--- src/hfmt_pkg.sv ---
// Shared types, constants and the microcode ROM of the hex float text formatter.
// Used by hfmt_seq and hex_float_text_formatter_unit; depends on nothing.
package hfmt_pkg;

  // Format limits
  localparam int MAX_FRACTION_DIGITS = 52;
  localparam int MANT_BITS           = 52;
  localparam int MANT_DIGITS         = 13;
  localparam int EXP_BITS            = 11;
  localparam int EMAG_BITS           = 10;
  localparam int PC_W                = 5;

  localparam logic [EXP_BITS-1:0]  EXP_ALL_ONES  = 11'h7FF;
  localparam logic [EXP_BITS-1:0]  EXP_BIAS      = 11'd1023;
  localparam logic [EMAG_BITS-1:0] SUBNORMAL_EXP = 10'd1022;

  // ASCII codes (letters in lower case; upper case folds bit 5)
  localparam logic [7:0] CH_0     = 8'h30;
  localparam logic [7:0] CH_A     = 8'h61;
  localparam logic [7:0] CH_X     = 8'h78;
  localparam logic [7:0] CH_P     = 8'h70;
  localparam logic [7:0] CH_I     = 8'h69;
  localparam logic [7:0] CH_N     = 8'h6E;
  localparam logic [7:0] CH_F     = 8'h66;
  localparam logic [7:0] CH_DOT   = 8'h2E;
  localparam logic [7:0] CH_MINUS = 8'h2D;
  localparam logic [7:0] CH_PLUS  = 8'h2B;
  localparam logic [7:0] CH_SPACE = 8'h20;
  localparam logic [7:0] CASE_BIT = 8'h20;

  // Channel words
  typedef struct packed {
    logic [63:0] value_bits;
    logic        shortest;
    logic [5:0]  digit_count;
    logic        upper_case;
    logic        alt_form;
    logic        plus_sign;
    logic        space_sign;
  } in_word_t;

  typedef struct packed {
    logic [7:0] text_char;
    logic       last_char;
  } out_word_t;

  // Microcode fields
  typedef enum logic [2:0] {
    OP_NONE, OP_PREP0, OP_PREP1, OP_PREP2, OP_FRAC
  } op_t;

  typedef enum logic [3:0] {
    SEL_SIGN, SEL_ZERO, SEL_X, SEL_LEAD, SEL_DOT, SEL_FRAC, SEL_P, SEL_ESIGN,
    SEL_E3, SEL_E2, SEL_E1, SEL_E0, SEL_SPEC0, SEL_SPEC1, SEL_SPEC2
  } sel_t;

  typedef enum logic [2:0] {
    COND_ALWAYS, COND_SIGN, COND_DOT, COND_FRAC, COND_E4, COND_E3, COND_E2
  } cond_t;

  typedef enum logic [1:0] {
    JMP_NEXT, JMP_SPECIAL, JMP_LOOP, JMP_END
  } jump_t;

  typedef struct packed {
    op_t             op;
    sel_t            sel;
    cond_t           cond;
    logic            emit;
    logic            last;
    jump_t           jump;
    logic [PC_W-1:0] target;
  } ucode_t;

  // Datapath status seen by the sequencer
  typedef struct packed {
    logic       special;
    logic       sign_en;
    logic       dot_en;
    logic       frac_en;
    logic       frac_more;
    logic [1:0] ndig;
  } flags_t;

  // Sequencer commands to the datapath
  typedef struct packed {
    logic exec;
    op_t  op;
    logic fire;
    sel_t sel;
    logic last;
  } ctl_t;

  localparam logic [PC_W-1:0] STEP_SPEC0 = 5'd15;

  // Microcode ROM
  function automatic ucode_t ucode(input logic [PC_W-1:0] pc);
    ucode_t u;
    u = '{op: OP_NONE, sel: SEL_ZERO, cond: COND_ALWAYS, emit: 1'b0, last: 1'b0,
          jump: JMP_END, target: '0};
    case (pc)
      5'd0:  begin u.op = OP_PREP0; u.jump = JMP_NEXT; end
      5'd1:  begin u.op = OP_PREP1; u.jump = JMP_NEXT; end
      5'd2:  begin u.op = OP_PREP2; u.jump = JMP_NEXT; end
      5'd3:  begin
        u.sel = SEL_SIGN; u.cond = COND_SIGN; u.emit = 1'b1;
        u.jump = JMP_SPECIAL; u.target = STEP_SPEC0;
      end
      5'd4:  begin u.sel = SEL_ZERO; u.emit = 1'b1; u.jump = JMP_NEXT; end
      5'd5:  begin u.sel = SEL_X; u.emit = 1'b1; u.jump = JMP_NEXT; end
      5'd6:  begin u.sel = SEL_LEAD; u.emit = 1'b1; u.jump = JMP_NEXT; end
      5'd7:  begin u.sel = SEL_DOT; u.cond = COND_DOT; u.emit = 1'b1; u.jump = JMP_NEXT; end
      5'd8:  begin
        u.op = OP_FRAC; u.sel = SEL_FRAC; u.cond = COND_FRAC; u.emit = 1'b1;
        u.jump = JMP_LOOP;
      end
      5'd9:  begin u.sel = SEL_P; u.emit = 1'b1; u.jump = JMP_NEXT; end
      5'd10: begin u.sel = SEL_ESIGN; u.emit = 1'b1; u.jump = JMP_NEXT; end
      5'd11: begin u.sel = SEL_E3; u.cond = COND_E4; u.emit = 1'b1; u.jump = JMP_NEXT; end
      5'd12: begin u.sel = SEL_E2; u.cond = COND_E3; u.emit = 1'b1; u.jump = JMP_NEXT; end
      5'd13: begin u.sel = SEL_E1; u.cond = COND_E2; u.emit = 1'b1; u.jump = JMP_NEXT; end
      5'd14: begin u.sel = SEL_E0; u.emit = 1'b1; u.last = 1'b1; u.jump = JMP_END; end
      5'd15: begin u.sel = SEL_SPEC0; u.emit = 1'b1; u.jump = JMP_NEXT; end
      5'd16: begin u.sel = SEL_SPEC1; u.emit = 1'b1; u.jump = JMP_NEXT; end
      5'd17: begin u.sel = SEL_SPEC2; u.emit = 1'b1; u.last = 1'b1; u.jump = JMP_END; end
      default: u.jump = JMP_END;
    endcase
    return u;
  endfunction

  // Letter case folding
  function automatic logic [7:0] fold_case(input logic [7:0] ch, input logic up);
    return up ? (ch & ~CASE_BIT) : ch;
  endfunction

  // One hex digit as ASCII
  function automatic logic [7:0] hex_char(input logic [3:0] d, input logic up);
    logic [7:0] c;
    if (d < 4'd10) c = CH_0 + {4'b0, d};
    else c = fold_case(CH_A + {4'b0, d - 4'd10}, up);
    return c;
  endfunction

endpackage

--- src/hfmt_seq.sv ---
// Microcode sequencer: step counter, ROM lookup, conditions and jumps.
// Depends on hfmt_pkg (ROM, control and flag types).
module hfmt_seq import hfmt_pkg::*; (
  input  logic   clk,
  input  logic   rst,
  input  logic   start,
  input  logic   out_free,
  input  flags_t flags,
  output logic   busy,
  output ctl_t   ctl
);

  logic [PC_W-1:0] pc;
  logic [PC_W-1:0] pc_next;
  logic            busy_next;
  ucode_t          u;
  logic            cond_true;
  logic            stall;

  // Current control word and its condition
  always_comb begin
    u = ucode(pc);
    case (u.cond)
      COND_ALWAYS: cond_true = 1'b1;
      COND_SIGN:   cond_true = flags.sign_en;
      COND_DOT:    cond_true = flags.dot_en;
      COND_FRAC:   cond_true = flags.frac_en;
      COND_E4:     cond_true = (flags.ndig == 2'd3);
      COND_E3:     cond_true = (flags.ndig >= 2'd2);
      COND_E2:     cond_true = (flags.ndig >= 2'd1);
      default:     cond_true = 1'b0;
    endcase
    stall    = busy && u.emit && cond_true && !out_free;
    ctl.exec = busy && !stall;
    ctl.op   = u.op;
    ctl.fire = busy && u.emit && cond_true && out_free;
    ctl.sel  = u.sel;
    ctl.last = u.last;
  end

  // Next step
  always_comb begin
    pc_next   = pc;
    busy_next = busy;
    if (start) begin
      pc_next   = '0;
      busy_next = 1'b1;
    end else if (busy && !stall) begin
      case (u.jump)
        JMP_NEXT:    pc_next = pc + 1'b1;
        JMP_SPECIAL: pc_next = flags.special ? u.target : pc + 1'b1;
        JMP_LOOP:    pc_next = (cond_true && flags.frac_more) ? pc : pc + 1'b1;
        JMP_END:     busy_next = 1'b0;
        default:     busy_next = 1'b0;
      endcase
    end
  end

  always_ff @(posedge clk) begin
    if (rst) begin
      pc   <= '0;
      busy <= 1'b0;
    end else begin
      pc   <= pc_next;
      busy <= busy_next;
    end
  end

endmodule

--- src/hex_float_text_formatter_unit.sv ---
// Hex float text formatter, top level: input capture, datapath, output register.
// Depends on hfmt_pkg and hfmt_seq.
//
// Usage:
//   in channel (in_valid/in_ready/in_data) takes one word: a binary64 bit pattern
//   and the %a conversion flags. out channel (out_valid/out_ready/out_data) gives
//   the formatted text, one ASCII character per word, last_char set on the final one.
//   in_ready is high out of reset while no value is being formatted; one value is
//   worked on at a time. After acceptance a microcode sequencer runs its preparation
//   steps (rounding decision, rounding add, exponent decimal digits), then the text
//   steps, one step per cycle unless the receiver stalls, each step emitting at most
//   one character. The longest text has 63 characters. The sequencer stays busy
//   until the last character enters the output register, and in_ready returns when
//   it goes idle; inf and nan take a shorter step sequence.
//   A stalled receiver holds the output register and freezes the sequencer; no
//   character is lost. Reset clears the sequencer and the output valid flag;
//   no clearing pass is needed.
module hex_float_text_formatter_unit import hfmt_pkg::*; (
  input  logic      clk,
  input  logic      rst,
  input  logic      in_valid,
  output logic      in_ready,
  input  in_word_t  in_data,
  output logic      out_valid,
  input  logic      out_ready,
  output out_word_t out_data
);

  // Captured value and flags
  logic                  neg;
  logic                  up;
  logic                  alt;
  logic                  plus;
  logic                  space;
  logic                  shortest;
  logic [5:0]            cnt;
  logic [EXP_BITS-1:0]   ex;
  logic [MANT_BITS-1:0]  man;

  // Prepared state
  logic                  special;
  logic                  is_nan;
  logic [1:0]            lead;
  logic [5:0]            frac_left;
  logic                  rnd_inc;
  logic [EMAG_BITS-1:0]  emag;
  logic                  eneg;
  logic [6:0]            q1;
  logic [1:0]            ndig;
  logic [3:0]            d0;
  logic [3:0]            d1;
  logic [3:0]            d2;
  logic [3:0]            d3;

  logic   busy;
  logic   start;
  logic   out_free;
  flags_t flags;
  ctl_t   ctl;

  assign in_ready = !rst && !busy;
  assign start    = in_valid && in_ready;
  assign out_free = !out_valid || out_ready;

  // Rounding decision and shortest digit count
  logic       half;
  logic       sticky;
  logic       lsb_bit;
  logic       lsb;
  logic       round_next;
  logic [3:0] sig_digits;
  logic [MANT_BITS:0] inc;
  logic [MANT_BITS:0] sum;
  always_comb begin
    int n;
    int r;
    half       = 1'b0;
    sticky     = 1'b0;
    lsb_bit    = 1'b0;
    inc        = '0;
    for (int j = 0; j < MANT_BITS; j++) begin
      n = (MANT_BITS - 1 - j) / 4;
      r = (MANT_BITS - 1 - j) % 4;
      if (6'(n) == cnt && r == 0) half = half | man[j];
      if (6'(n) > cnt || (6'(n) == cnt && r != 0)) sticky = sticky | man[j];
      if (6'(n + 1) == cnt && r == 3) begin
        lsb_bit = lsb_bit | man[j];
        inc[j]  = 1'b1;
      end
    end
    inc[MANT_BITS] = (cnt == 6'd0);
    lsb        = (cnt == 6'd0) ? (ex != '0) : lsb_bit;
    round_next = !shortest && (cnt < 6'(MANT_DIGITS)) && half && (sticky || lsb);
    sum        = {1'b0, man} + inc;
    sig_digits = '0;
    for (int k = 0; k < MANT_DIGITS; k++) begin
      if (man[MANT_BITS - 1 - 4 * k -: 4] != 4'd0) sig_digits = 4'(k + 1);
    end
  end

  // Exponent magnitude and sign
  logic [EMAG_BITS-1:0] emag_next;
  logic                 eneg_next;
  always_comb begin
    if (ex == '0) begin
      emag_next = (man == '0) ? '0 : SUBNORMAL_EXP;
      eneg_next = (man != '0);
    end else if (ex >= EXP_BIAS) begin
      emag_next = EMAG_BITS'(ex - EXP_BIAS);
      eneg_next = 1'b0;
    end else begin
      emag_next = EMAG_BITS'(EXP_BIAS - ex);
      eneg_next = 1'b1;
    end
  end

  // Decimal digits: divide by ten as multiply by 205, shift by 11
  logic [17:0] prod1;
  logic [6:0]  q1_next;
  logic [9:0]  ten_q1;
  logic [14:0] prod2;
  logic [3:0]  q2;
  logic [6:0]  ten_q2;
  always_comb begin
    prod1   = 18'(emag) * 18'd205;
    q1_next = prod1[17:11];
    ten_q1  = ({3'b0, q1_next} << 3) + ({3'b0, q1_next} << 1);
    prod2   = 15'(q1) * 15'd205;
    q2      = prod2[14:11];
    ten_q2  = ({3'b0, q2} << 3) + ({3'b0, q2} << 1);
  end

  // Datapath registers
  always_ff @(posedge clk) begin
    if (start) begin
      neg      <= in_data.value_bits[63];
      ex       <= in_data.value_bits[62:52];
      man      <= in_data.value_bits[MANT_BITS-1:0];
      shortest <= in_data.shortest;
      cnt      <= (in_data.digit_count > 6'(MAX_FRACTION_DIGITS)) ?
                  6'(MAX_FRACTION_DIGITS) : in_data.digit_count;
      up       <= in_data.upper_case;
      alt      <= in_data.alt_form;
      plus     <= in_data.plus_sign;
      space    <= in_data.space_sign;
    end else if (ctl.exec) begin
      case (ctl.op)
        OP_PREP0: begin
          special   <= (ex == EXP_ALL_ONES);
          is_nan    <= (man != '0);
          lead      <= {1'b0, ex != '0};
          frac_left <= shortest ? {2'b0, sig_digits} : cnt;
          rnd_inc   <= round_next;
          emag      <= emag_next;
          eneg      <= eneg_next;
        end
        OP_PREP1: begin
          if (rnd_inc) begin
            man  <= sum[MANT_BITS-1:0];
            lead <= lead + {1'b0, sum[MANT_BITS]};
          end
          q1   <= q1_next;
          d0   <= 4'(emag - ten_q1);
          ndig <= (emag >= 10'd1000) ? 2'd3 :
                  (emag >= 10'd100)  ? 2'd2 :
                  (emag >= 10'd10)   ? 2'd1 : 2'd0;
        end
        OP_PREP2: begin
          d1 <= 4'(q1 - ten_q2);
          d3 <= (q2 >= 4'd10) ? 4'd1 : 4'd0;
          d2 <= (q2 >= 4'd10) ? q2 - 4'd10 : q2;
        end
        OP_FRAC: begin
          if (ctl.fire) begin
            man       <= {man[MANT_BITS-5:0], 4'b0};
            frac_left <= frac_left - 1'b1;
          end
        end
        default: ;
      endcase
    end
  end

  // Status to the sequencer
  always_comb begin
    flags.special   = special;
    flags.sign_en   = neg || plus || space;
    flags.dot_en    = (frac_left != '0) || alt;
    flags.frac_en   = (frac_left != '0);
    flags.frac_more = (frac_left > 6'd1);
    flags.ndig      = ndig;
  end

  hfmt_seq u_seq (
    .clk      (clk),
    .rst      (rst),
    .start    (start),
    .out_free (out_free),
    .flags    (flags),
    .busy     (busy),
    .ctl      (ctl)
  );

  // Character select
  logic [7:0] ch;
  always_comb begin
    case (ctl.sel)
      SEL_SIGN:  ch = neg ? CH_MINUS : (plus ? CH_PLUS : CH_SPACE);
      SEL_ZERO:  ch = CH_0;
      SEL_X:     ch = fold_case(CH_X, up);
      SEL_LEAD:  ch = CH_0 + {6'b0, lead};
      SEL_DOT:   ch = CH_DOT;
      SEL_FRAC:  ch = hex_char(man[MANT_BITS-1 -: 4], up);
      SEL_P:     ch = fold_case(CH_P, up);
      SEL_ESIGN: ch = eneg ? CH_MINUS : CH_PLUS;
      SEL_E3:    ch = CH_0 + {4'b0, d3};
      SEL_E2:    ch = CH_0 + {4'b0, d2};
      SEL_E1:    ch = CH_0 + {4'b0, d1};
      SEL_E0:    ch = CH_0 + {4'b0, d0};
      SEL_SPEC0: ch = fold_case(is_nan ? CH_N : CH_I, up);
      SEL_SPEC1: ch = fold_case(is_nan ? CH_A : CH_N, up);
      SEL_SPEC2: ch = fold_case(is_nan ? CH_N : CH_F, up);
      default:   ch = CH_0;
    endcase
  end

  // Output register
  always_ff @(posedge clk) begin
    if (rst) begin
      out_valid <= 1'b0;
    end else if (ctl.fire) begin
      out_valid <= 1'b1;
    end else if (out_ready) begin
      out_valid <= 1'b0;
    end
  end

  always_ff @(posedge clk) begin
    if (ctl.fire) begin
      out_data.text_char <= ch;
      out_data.last_char <= ctl.last;
    end
  end

endmodule

--- config.mk ---
export PLATFORM = sky130hd
export DESIGN_NAME = hex_float_text_formatter_unit
export DESIGN_NICKNAME = d
export VERILOG_FILES = /design/src/hfmt_pkg.sv /design/src/hfmt_seq.sv /design/src/hex_float_text_formatter_unit.sv
export SDC_FILE = /design/constraint.sdc
export NUM_CORES = 1
export LEC_CHECK = 0
export ABC_AREA = 1
export BUFFER_PORTS_ARGS = -buffer_cell sky130_fd_sc_hd__buf_2
export CAP_MARGIN = 20
export CORE_UTILIZATION = 40
export CTS_BUF_LIST = sky130_fd_sc_hd__clkbuf_4 sky130_fd_sc_hd__clkbuf_8
export DETAILED_ROUTE_END_ITERATION = 10
export GPL_ROUTABILITY_DRIVEN = 0
export SLEW_MARGIN = 20
export SYNTH_ARGS = -nofsm -noshare
export SYNTH_HDL_FRONTEND = slang
export SYNTH_SLANG_ARGS = --single-unit
--- constraint.sdc ---
create_clock -name clk -period 6.58 [get_ports clk]
set_input_delay 0.658 -clock clk [delete_from_list [all_inputs] [get_ports clk]]
set_output_delay 0.658 -clock clk [all_outputs]
set_load 0.02 [all_outputs]
==> flow_summary.json, run 1 <==
{
  "worst_path_dominant_cell_family": "adder cells",
  "cts_tree": "built",
  "io_buffers": 88,
  "max_stage_delay_ps": 530,
  "core_area_mm2": 0.0338,
  "h-tree-depth": 4,
  "fmax_mhz": 219,
  "grt_pass1_vias": 12600,
  "die_h_um": 188,
  "syn_nets": 2156,
  "synth_area_mm2": 0.0139,
  "dpl_cell_area_mm2": 0.0147,
  "finalHoldViolCount": 0,
  "rsz0062_at_grt": "no",
  "cts_root_buf": "clkbuf_8",
  "area_growth_pct": 9.37,
  "ys.flop_type": "edfxtp_1",
  "rows": 67,
  "period_share": 0.694,
  "ys_top_cells_by_area": "edfxtp_1 (28%), nand2_1 (13%), ha_1 (12%), inv_1 (7.7%), nor2_1 (5.0%)",
  "fin_cells": 2455,
  "dieArea_mm2": 0.0354,
  "grt_use_total": 0.236,
  "pre_cts_ws_ps": 2010,
  "start_util": 0.410,
  "hp-class": "in2reg",
  "tightest_slew_ps": 1020,
  "fin_worst_skew_ps": 14.8,
  "dpl.cell_count": 2423,
  "final_area_mm2": 0.0152,
  "yosysSeqAreaShare": 0.285,
  "tns_ps": 0,
  "numCtsBuffers": 17,
  "drtAntennaViolNets": 0,
  "n_antenna_cell": 0,
  "clockBufferDepth": 2,
  "cp_data_arrival_time_ps": 4810,
  "synth-edff-count": 127,
  "cp_common_cell": "nand2_1",
  "peakVddDrop_uv": 174,
  "fin_nets": 2235,
  "firstDrtPassIters": 6,
  "antenna_found_initial": 0,
  "startpoint": "emag[3]$_DFFE_PP_",
  "wl_per_cell_um": 16.5,
  "wl_mm": 40.6,
  "yosys_warnings": 0,
  "worstPathMaxFanout": 7,
  "insertion_delay_ps": 480,
  "synth_area_per_cell_um2": 7.24,
  "clockPowerShare": 0.184,
  "dr.first_iter.drc_count": 1356,
  "cts.clk_slew.worst_paths_ps": 90,
  "startpoint_type": "register",
  "cp.required_ps": 6830,
  "cts_resized": 0,
  "synth_common_cells": "nand2_1 (487), inv_1 (286), nor2_1 (184)",
  "grt.overflow.total": 0,
  "dp_hpwl_mm": 33.0,
  "r2r-start": "emag[3]$_DFFE_PP_",
  "cts_setup_buffers": 0,
  "via_per_inst": 5.33,
  "cp_cell_sequence": "inv_1, ha_1, inv_1, fa_1, inv_1, fa_1, fa_1, ha_1, a21oi_1, o21ai_0, a31oi_1, xnor2_1, ha_1, xnor2_1, inv_1, nand2_1, nand2_1, nand2_1, nand2_1, nand2_1, nand2_1",
  "internal_power_mw": 2.28,
  "routed-via-count": 13100,
  "switchingPower_mw": 1.73,
  "crit_slowest_cell": "edfxtp_1",
  "synth.most_common_cell": "nand2_1",
  "hold_buffers": 0,
  "critPathKind": "reg2reg",
  "maxCapViolCount": 0,
  "worstHoldStart": "in_data[73]",
  "cp-end-kind": "register",
  "multi_input_area_mm2": 0.00860,
  "powerDensity_mw_per_mm2": 264,
  "pin_count": 90,
  "p_leak_nw": 7.22,
  "slew_headroom": 0.313,
  "p_sw_frac": 0.431,
  "finalWorstSetupSlack_ps": 2020,
  "netlist_instances": 1916,
  "synth-async-reset-ratio": 0,
  "p_seq_frac": 0.305,
  "synthDistinctLibCells": 62,
  "p_comb_frac": 0.511,
  "finalMaxSlewViolations": 0,
  "finalSetupViolCount": 0,
  "die_width_um": 188,
  "ys_ff_latch": 134,
  "grt_first_pass_wirelength_mm": 65.7,
  "fin_crit_ps": 4560,
  "cts_sinks": 134,
  "seq_area_mm2": 0.00395,
  "drc": 0,
  "netlist.area_leader.share": 0.275,
  "yosys.area.top_type": "edfxtp_1",
  "grt_max_degree": 59,
  "status": "completed",
  "fillers": 3498,
  "drive_above_1_share": 0.110,
  "crit_buf_inv": 4
}
==> power by group through the flow <==
stage               logic, mW  clock network [mW]  registers (mW)
finish                   2.05               0.738            1.22
global route             2.39               0.795            1.23
CTS                      2.05               0.758            1.22
detailed placement       2.03                   0            1.24
global placement         2.01                   0            1.24
floorplan                1.60                   0            1.20
==> cell families after synthesis <==
logic type      synth area share
fa+ha+maj                  0.159
simple gates               0.312
other cells             0.000270
flops                      0.285
mux                     0.000722
compound gates             0.118
xor+xnor                  0.0303
buf+inv                   0.0948
==> flip-flops by register name (all words and copies together) (netlist names), 2 cells and up <==
signal     count
man           52
emag          10
out_data       8
d2             4
d0             4
frac_left      6
u_seq.pc       5
cnt            6
lead           2
ex            11
q1             7
ndig           2
d1             4
==> cell usage in the layout, fill, tap and decap left out, types with 10 or more instances in the layout <==
| cell type | n |
|---|---|
| edfxtp_1 | 127 |
| nand4_1 | 38 |
| clkbuf_8 | 17 |
| nor2_1 | 183 |
| xor2_1 | 31 |
| nor3_2 | 10 |
| buf_2 | 89 |
| inv_1 | 285 |
| fa_1 | 25 |
| inv_2 | 15 |
| nor2_2 | 11 |
| o21ai_1 | 13 |
| nor3_1 | 46 |
| o21ai_0 | 128 |
| nand3_1 | 116 |
| ha_1 | 136 |
| a21oi_1 | 74 |
| o211ai_1 | 17 |
| nand2_1 | 486 |
| nand2_2 | 14 |
| xnor2_1 | 17 |
==> metal layers <==
metal	part of all wire	GRT usage	wire, um
met1	0.45	0.321	18400
met2	0.44	0.370	17900
met3	0.075	0.0458	3030
met4	0.031	0.0869	1270
met5	0	0	0
==> layout make-up <==
cell class                 instances  area share
multi-input combinational       1445       0.567
clock buffer                      17      0.0154
inverter                         303      0.0754
tap                              448      0.0370
sequential                       134       0.261
clock inverter                    14      0.0116
timing repair buffer              94      0.0327
==> path summary, 6_finish.rpt <==
kind         depth (start not counted)  slack (ps)                       end
max                                 21        2020           d0[3]$_DFFE_PP_
min                                  1         350          ex[10]$_DFFE_PP_
max reg2reg                         21        2020           d0[3]$_DFFE_PP_
min reg2reg                          2         530  u_seq.pc[1]$_SDFFE_PP0P_
==> through the flow <==
step	utilization	hold WS (ps)	total power, mW
finish	0.449	350	4.00
global route	0.449	308	4.42
CTS	0.449	313	4.03
detailed placement	0.437	522	3.27
global placement	0.437	515	3.25
floorplan	-	497	2.80
No activity file was read; power rests on OpenSTA's default activity.
==> inputs of run 2 (changes only) <==
==> constraint.sdc (replaced) <==
create_clock -name clk -period 3.9 [get_ports clk]
set_input_delay 0.39 -clock clk [delete_from_list [all_inputs] [get_ports clk]]
set_output_delay 0.39 -clock clk [all_outputs]
set_load 0.02 [all_outputs]
==> run 2 against run 1 <==
The flow now finishes with violations (setup timing). Critical endpoint unchanged. Non-clock buffer count is 90 higher. Worst hold slack got worse by 280 ps. Largest cell class unchanged. Clock power rose by 71%. Critical path type unchanged. Combinational power grew to 3.2 times the previous value.
==> flow_summary.json, run 2 (synthesized netlist as in run 1, its figures left out) <==
{
  "status": "complete, but fails checks",
  "violations": "setup timing",
  "cp.required_ps": 4140,
  "fin_nets": 2325,
  "rows": 67,
  "cp_cell_sequence": "inv_2, ha_4, inv_2, fa_1, inv_1, fa_1, fa_1, ha_4, a21oi_4, o21ai_4, a31oi_4, xnor2_2, ha_4, xnor2_2, inv_1, nand2_2, nand2_2, nand2_2, nand2_1, nand2_1, nand2_1",
  "slew_headroom": 0.419,
  "dieArea_mm2": 0.0354,
  "fin_crit_ps": 4160,
  "reg_top3": "man: 52 flops, ex: 11 flops, emag: 10 flops",
  "cts_sinks": 134,
  "grt.overflow.total": 0,
  "worstHoldStart": "in_data[72]",
  "cts_root_buf": "clkbuf_8",
  "wl_per_cell_um": 16.9,
  "crit_slowest_cell": "fa_1",
  "area_growth_pct": 20.0,
  "largest_reg_flops": 52,
  "hold_buffers": 0,
  "finalHoldViolCount": 0,
  "p_sw_frac": 0.415,
  "cts_tree": "built",
  "internal_power_mw": 5.82,
  "insertion_delay_ps": 490,
  "hp-class": "in2reg",
  "reg2reg_to": "d0[3]$_DFFE_PP_",
  "drive_above_1_share": 0.199,
  "cp_data_arrival_time_ps": 4400,
  "antenna_found_initial": 0,
  "tns_ps": -323,
  "p_seq_frac": 0.206,
  "critPathCapture": "d0[3]$_DFFE_PP_",
  "cp-end-kind": "register",
  "r2r-start": "emag[6]$_DFFE_PP_",
  "tightest_slew_ps": 862,
  "max_stage_delay_ps": 540,
  "finalWorstSetupSlack_ps": -261,
  "whs_ps": 67.1,
  "final_cell_mix": "nand2_1 (465), inv_1 (265), nor2_1 (180)",
  "critPathKind": "reg2reg",
  "regMostFlops": "man",
  "finalSetupViolCount": 3,
  "period_share": 1.07,
  "via_per_inst": 5.27,
  "cts.clk_slew.worst_paths_ps": 90,
  "grt_max_degree": 108,
  "die_width_um": 188,
  "p_leak_nw": 7.76,
  "clockBufferDepth": 2,
  "fmax_mhz": 240,
  "dr.first_iter.drc_count": 1109,
  "drtAntennaViolNets": 0,
  "r2r_setup_slack_ps": -260,
  "n_antenna_cell": 0,
  "rsz0062_at_grt": "yes",
  "pre_cts_ws_ps": -429,
  "maxCapViolCount": 0,
  "clockPowerShare": 0.127,
  "dp_hpwl_mm": 33.9,
  "numCtsBuffers": 17,
  "power_mw": 9.95,
  "powerDensity_mw_per_mm2": 598,
  "r2r_cells": 21,
  "core_area_mm2": 0.0338,
  "start_util": 0.410,
  "startpoint": "emag[6]$_DFFE_PP_",
  "grt_use_total": 0.243,
  "die_h_um": 188,
  "wl_mm": 43.0,
  "grt_first_pass_wirelength_mm": 67.7,
  "drc": 0,
  "finalMaxSlewViolations": 0,
  "firstDrtPassIters": 7,
  "io_buffers": 88,
  "grt_pass1_vias": 13100,
  "p_comb_frac": 0.668,
  "pin_count": 90,
  "layout_commonest_cell": "nand2_1",
  "fin_worst_skew_ps": 18.5,
  "worstPathMaxFanout": 3,
  "h-tree-depth": 4,
  "startpoint_type": "register",
  "routed-via-count": 13400,
  "peakVddDrop_uv": 746,
  "switchingPower_mw": 4.13
}
==> run 2: cell types whose count changed in the layout (fill, tap and decap cells not counted), moves of 8 or more <==
cell	previous run	this run
buf_4	4	84
inv_2	15	33
ha_4	0	32
a21oi_1	74	66
ha_1	136	104
inv_1	285	265
nand2_2	14	28
nand2_1	486	465
buf_6	0	10
==> run 2: per-stage QoR <==
| step | cells | util | instance area [um2] |
|---|---|---|---|
| 2_1_floorplan | 1916 | - | 13900 |
| 5_1_grt | 2546 | 0.493 | 16600 |
| 6_report | 2546 | 0.493 | 16600 |
| 3_3_place_gp | 2490 | 0.454 | 15300 |
| 3_5_place_dp | 2490 | 0.454 | 15300 |
| 4_1_cts | 2537 | 0.475 | 16100 |
==> run 2: worst min path at each step <==
stage / to / slack, ps / cells past startpoint
2_1_floorplan: out_valid$_SDFFE_PP0P_ / 460 / 1
3_3_place_gp: u_seq.pc[1]$_SDFFE_PP0P_ / 510 / 2
3_5_place_dp: u_seq.pc[1]$_SDFFE_PP0P_ / 530 / 2
4_1_cts: ex[9]$_DFFE_PP_ / 30 / 1
5_1_grt: ex[8]$_DFFE_PP_ / 40 / 1
6_report: ex[9]$_DFFE_PP_ / 70 / 1
==> run 2: timing repair <==
action,4_1_cts,5_1_grt
setup buffers,15,10
pin swaps,34,51
gates resized for setup,37,97
cloned,0,0
endpoints found under the setup margin,8,14
==> run 2: power groups by stage <==
stage | clock [mW] | sequential [mW] | combinational [mW]
floorplan | 0 | 2.03 | 2.75
global placement | 0 | 2.07 | 3.95
detailed placement | 0 | 2.07 | 4.04
CTS | 1.29 | 2.04 | 4.51
global route | 1.35 | 2.06 | 7.31
finish | 1.26 | 2.04 | 6.64
==> run 2: area by class of cell <==
type,instances,area (um2)
clock buffers,19,249
well taps,448,561
fillers,3353,17100
flip-flops and latches,134,3950
inverters,303,1150
multi-input cells,1445,9330
clock inverters,13,173
repair buffers,184,1220
==> run 2: critical path: cells and delay by family (launching register included) <==
kind | cells | cell delay, ps
xor gates and xnor gates | 2 | 290
adders and majority gates | 6 | 2210
and+or+nand+nor | 6 | 350
AOI/OAI and AO/OA | 3 | 450
buffers and inverters | 4 | 250
DFF | 1 | 390
==> run 2: layer usage <==
layer,wire length (um),global-route usage,vias up
met3,2910,0.0503,91
met2,19400,0.392,524
met4,1610,0.0919,0
li1,-,-,6673
met1,19000,0.318,6123
met5,0,0,-
==> inputs of run 3 (changes only) <==
--- a/config.mk
+++ b/config.mk
@@ -5,14 +5,17 @@
 export SDC_FILE = /design/constraint.sdc
 export NUM_CORES = 1
 export LEC_CHECK = 0
-export ABC_AREA = 1
 export BUFFER_PORTS_ARGS = -buffer_cell sky130_fd_sc_hd__buf_2
 export CAP_MARGIN = 20
-export CORE_UTILIZATION = 40
+export CELL_PAD_IN_SITES_DETAIL_PLACEMENT = 1
+export CELL_PAD_IN_SITES_GLOBAL_PLACEMENT = 2
+export CORE_UTILIZATION = 36
 export CTS_BUF_LIST = sky130_fd_sc_hd__clkbuf_4 sky130_fd_sc_hd__clkbuf_8
 export DETAILED_ROUTE_END_ITERATION = 10
 export GPL_ROUTABILITY_DRIVEN = 0
+export PLACE_DENSITY_LB_ADDON = 0.1
 export SLEW_MARGIN = 20
 export SYNTH_ARGS = -nofsm -noshare
 export SYNTH_HDL_FRONTEND = slang
+export SYNTH_HIERARCHICAL = 1
 export SYNTH_SLANG_ARGS = --single-unit
==> run 3 against run 2 <==
The run still ends with setup timing left. Worst hold slack better by 8.7 ps. Critical path depth down 3. Sequential cell count unchanged. Non-clock buffer count up 79. Via count down 21%. First-iteration DRC count down 53%. Critical path type unchanged. Largest cell class unchanged. Highest routed layer unchanged.
==> flow_summary.json, run 3 <==
{
  "dr.first_iter.drc_count": 520,
  "fin_crit_ps": 4570,
  "pin_count": 90,
  "cts_sinks": 134,
  "dr_wl_met3_mm": 1.20,
  "grt_first_pass_wirelength_mm": 59.7,
  "yosys.area.top_type": "edfxtp_1",
  "worstPathMaxFanout": 4,
  "ys.flop_type": "edfxtp_1",
  "startpoint_type": "register",
  "netlist.area_leader.share": 0.316,
  "dr.max_layer_used": "met4",
  "synth-edff-count": 127,
  "fin_cells": 1988,
  "largest_reg_flops": 52,
  "synth_common_cells": "ha_1 (136), nand2_1 (132), edfxtp_1 (127)",
  "critPathKind": "reg2reg",
  "cp-end-kind": "register",
  "cp_cell_sequence": "ha_1, inv_1, fa_1, inv_2, ha_4, fa_1, ha_4, o2111a_1, and2_4, a221o_1, and2_4, o21a_1, or2_4, ha_4, nor3_2, a21o_1, nand2_1, a221oi_2",
  "synth_area_per_cell_um2": 9.12,
  "grt_use_total": 0.226,
  "hold_buffers": 0,
  "yosys_warnings": 6,
  "core_area_mm2": 0.0328,
  "fmax_mhz": 219,
  "insertion_delay_ps": 480,
  "finalSetupViolCount": 13,
  "die_h_um": 185,
  "h-tree-depth": 4,
  "die_width_um": 185,
  "fin_nets": 1773,
  "routed-via-count": 10600,
  "layout_commonest_cell": "buf_4",
  "dieArea_mm2": 0.0342,
  "io_buffers": 88,
  "drtAntennaViolNets": 0,
  "cts_tree": "built",
  "ys_ff_latch": 134,
  "slew_headroom": 0.474,
  "fillers": 3797,
  "regMostFlops": "man",
  "violations": "setup timing",
  "grt.overflow.total": 0,
  "wl_mm": 37.5,
  "peakVddDrop_uv": 224,
  "max_stage_delay_ps": 550,
  "antenna_found_initial": 0,
  "cts.clk_slew.worst_paths_ps": 90,
  "period_share": 1.17,
  "synth.most_common_cell": "ha_1",
  "status": "complete, but fails checks",
  "rows": 66,
  "dpl.cell_count": 1922,
  "tns_ps": -4550,
  "p_leak_nw": 6.22,
  "rsz0062_at_grt": "yes",
  "final_cell_mix": "buf_4 (154), nand2_1 (128), edfxtp_1 (127)",
  "synthDistinctLibCells": 100,
  "cp_common_cell": "ha_4",
  "grt_pass1_vias": 11000,
  "crit_slowest_cell": "fa_1",
  "firstDrtPassIters": 5,
  "drt-met1-wl_mm": 19.3,
  "power_mw": 4.51,
  "finalHoldViolCount": 0,
  "synth-async-reset-ratio": 0,
  "yosysSeqAreaShare": 0.328,
  "tightest_slew_ps": 788,
  "maxCapViolCount": 0,
  "via_per_inst": 5.35,
  "finalWorstSetupSlack_ps": -672,
  "ys_top_cells_by_area": "edfxtp_1 (32%), ha_1 (14%), fa_1 (4.2%), nand2_1 (4.1%), o21ai_0 (3.7%)",
  "cts_root_buf": "clkbuf_8",
  "start_util": 0.368,
  "netlist_instances": 1322,
  "cp_data_arrival_time_ps": 4880,
  "clockBufferDepth": 2,
  "area_growth_pct": 26.0,
  "drive_above_1_share": 0.281,
  "cp.required_ps": 4210,
  "numCtsBuffers": 17,
  "drc": 0,
  "grt_max_degree": 53,
  "powerDensity_mw_per_mm2": 297,
  "pre_cts_ws_ps": -674,
  "syn_nets": 1562,
  "hp-class": "in2reg",
  "n_antenna_cell": 0,
  "reg_top3": "man: 52 flops, ex: 11 flops, emag: 10 flops",
  "wl_met2_mm": 16.7,
  "synth_area_mm2": 0.0121,
  "dp_hpwl_mm": 28.4,
  "finalMaxSlewViolations": 0,
  "fin_worst_skew_ps": 16.8,
  "wl_per_cell_um": 18.8
}
## run 3: changes by cell type in the layout (fill, tap and decap cells not counted), moves of 16 or more
cell	delta
nor3_1	-18
nand2_1	-337
o21ai_0	-37
nand4_1	-31
xnor2_1	+24
nand2_2	-24
inv_1	-174
nand3_1	-88
nand2b_1	+16
nor2_1	-90
buf_4	+70
## run 3: final timing paths
kind,endpoint,from,slack [ps],depth (start not counted)
setup / recovery,d2[2]$_DFFE_PP_,q1[4]$_DFFE_PP_,-670,18
hold / removal,ex[6]$_DFFE_PP_,in_data[69],80,1
setup reg to reg,d2[2]$_DFFE_PP_,q1[4]$_DFFE_PP_,-670,18
hold reg to reg,u_seq/pc[1]$_SDFFE_PP0P_,u_seq/pc[1]$_SDFFE_PP0P_,530,2
## run 3: cells by family after synthesis
logic type | count (synthesis) | share of synthesized area
other cells | 1 | 0.000311
mux | 18 | 0.0163
fa+ha+maj | 162 | 0.183
buf+inv | 183 | 0.0625
xor+xnor | 79 | 0.0580
flops | 134 | 0.328
simple gates | 412 | 0.168
compound gates | 333 | 0.184
## run 3: layout make-up
| cell class | instances | area, um2 | share of cell area |
|---|---|---|---|
| Tap cell | 442 | 553 | 0.0364 |
| Inverter | 112 | 425 | 0.0280 |
| Sequential cell | 134 | 3950 | 0.260 |
| Multi-Input combinational cell | 1005 | 8030 | 0.528 |
| Clock buffer | 18 | 241 | 0.0159 |
| Timing Repair Buffer | 263 | 1840 | 0.121 |
| Clock inverter | 14 | 150 | 0.00988 |
## run 3: metrics by stage
stage / hold WS (ps) / utilization / area [um2]
3_3_place_gp: 505 / 0.425 / 13900
4_1_cts: 38.5 / 0.454 / 14900
2_1_floorplan: 459 / - / 12200
5_1_grt: 24.5 / 0.463 / 15200
3_5_place_dp: 524 / 0.425 / 13900
6_report: 75.8 / 0.463 / 15200
## run 3: what timing repair did
| action | CTS | global route |
|---|---|---|
| pin swaps | 52 | 36 |
| gates resized for setup | 74 | 44 |
| buffers inserted | 27 | 13 |
| endpoints found under the hold margin | 0 | 0 |
| endpoints found under the setup margin | 16 | 17 |
## run 3: layer usage
layer / vias up / track usage
li1: 5204 / -
met2: 171 / 0.350
met3: 15 / 0.0358
met5: - / 0
met1: 5255 / 0.330
met4: 0 / 0.0426
## run 3: worst max-delay path: cells and delay by family, from the launching register on
kind                       cells  cell delay (ps)
adders and majority gates      6             2020
AOI/OAI and AO/OA              5             1100
and+or+nand+nor                5              740
DFF                            1              440
buffers and inverters          2              100
## run 3: power by group
part           internal (mW)  total, mW  switching [mW]
logic                  0.782       1.53           0.743
clock network          0.579       1.21           0.632
registers               1.69       1.77          0.0840
total                   3.05       4.51            1.46
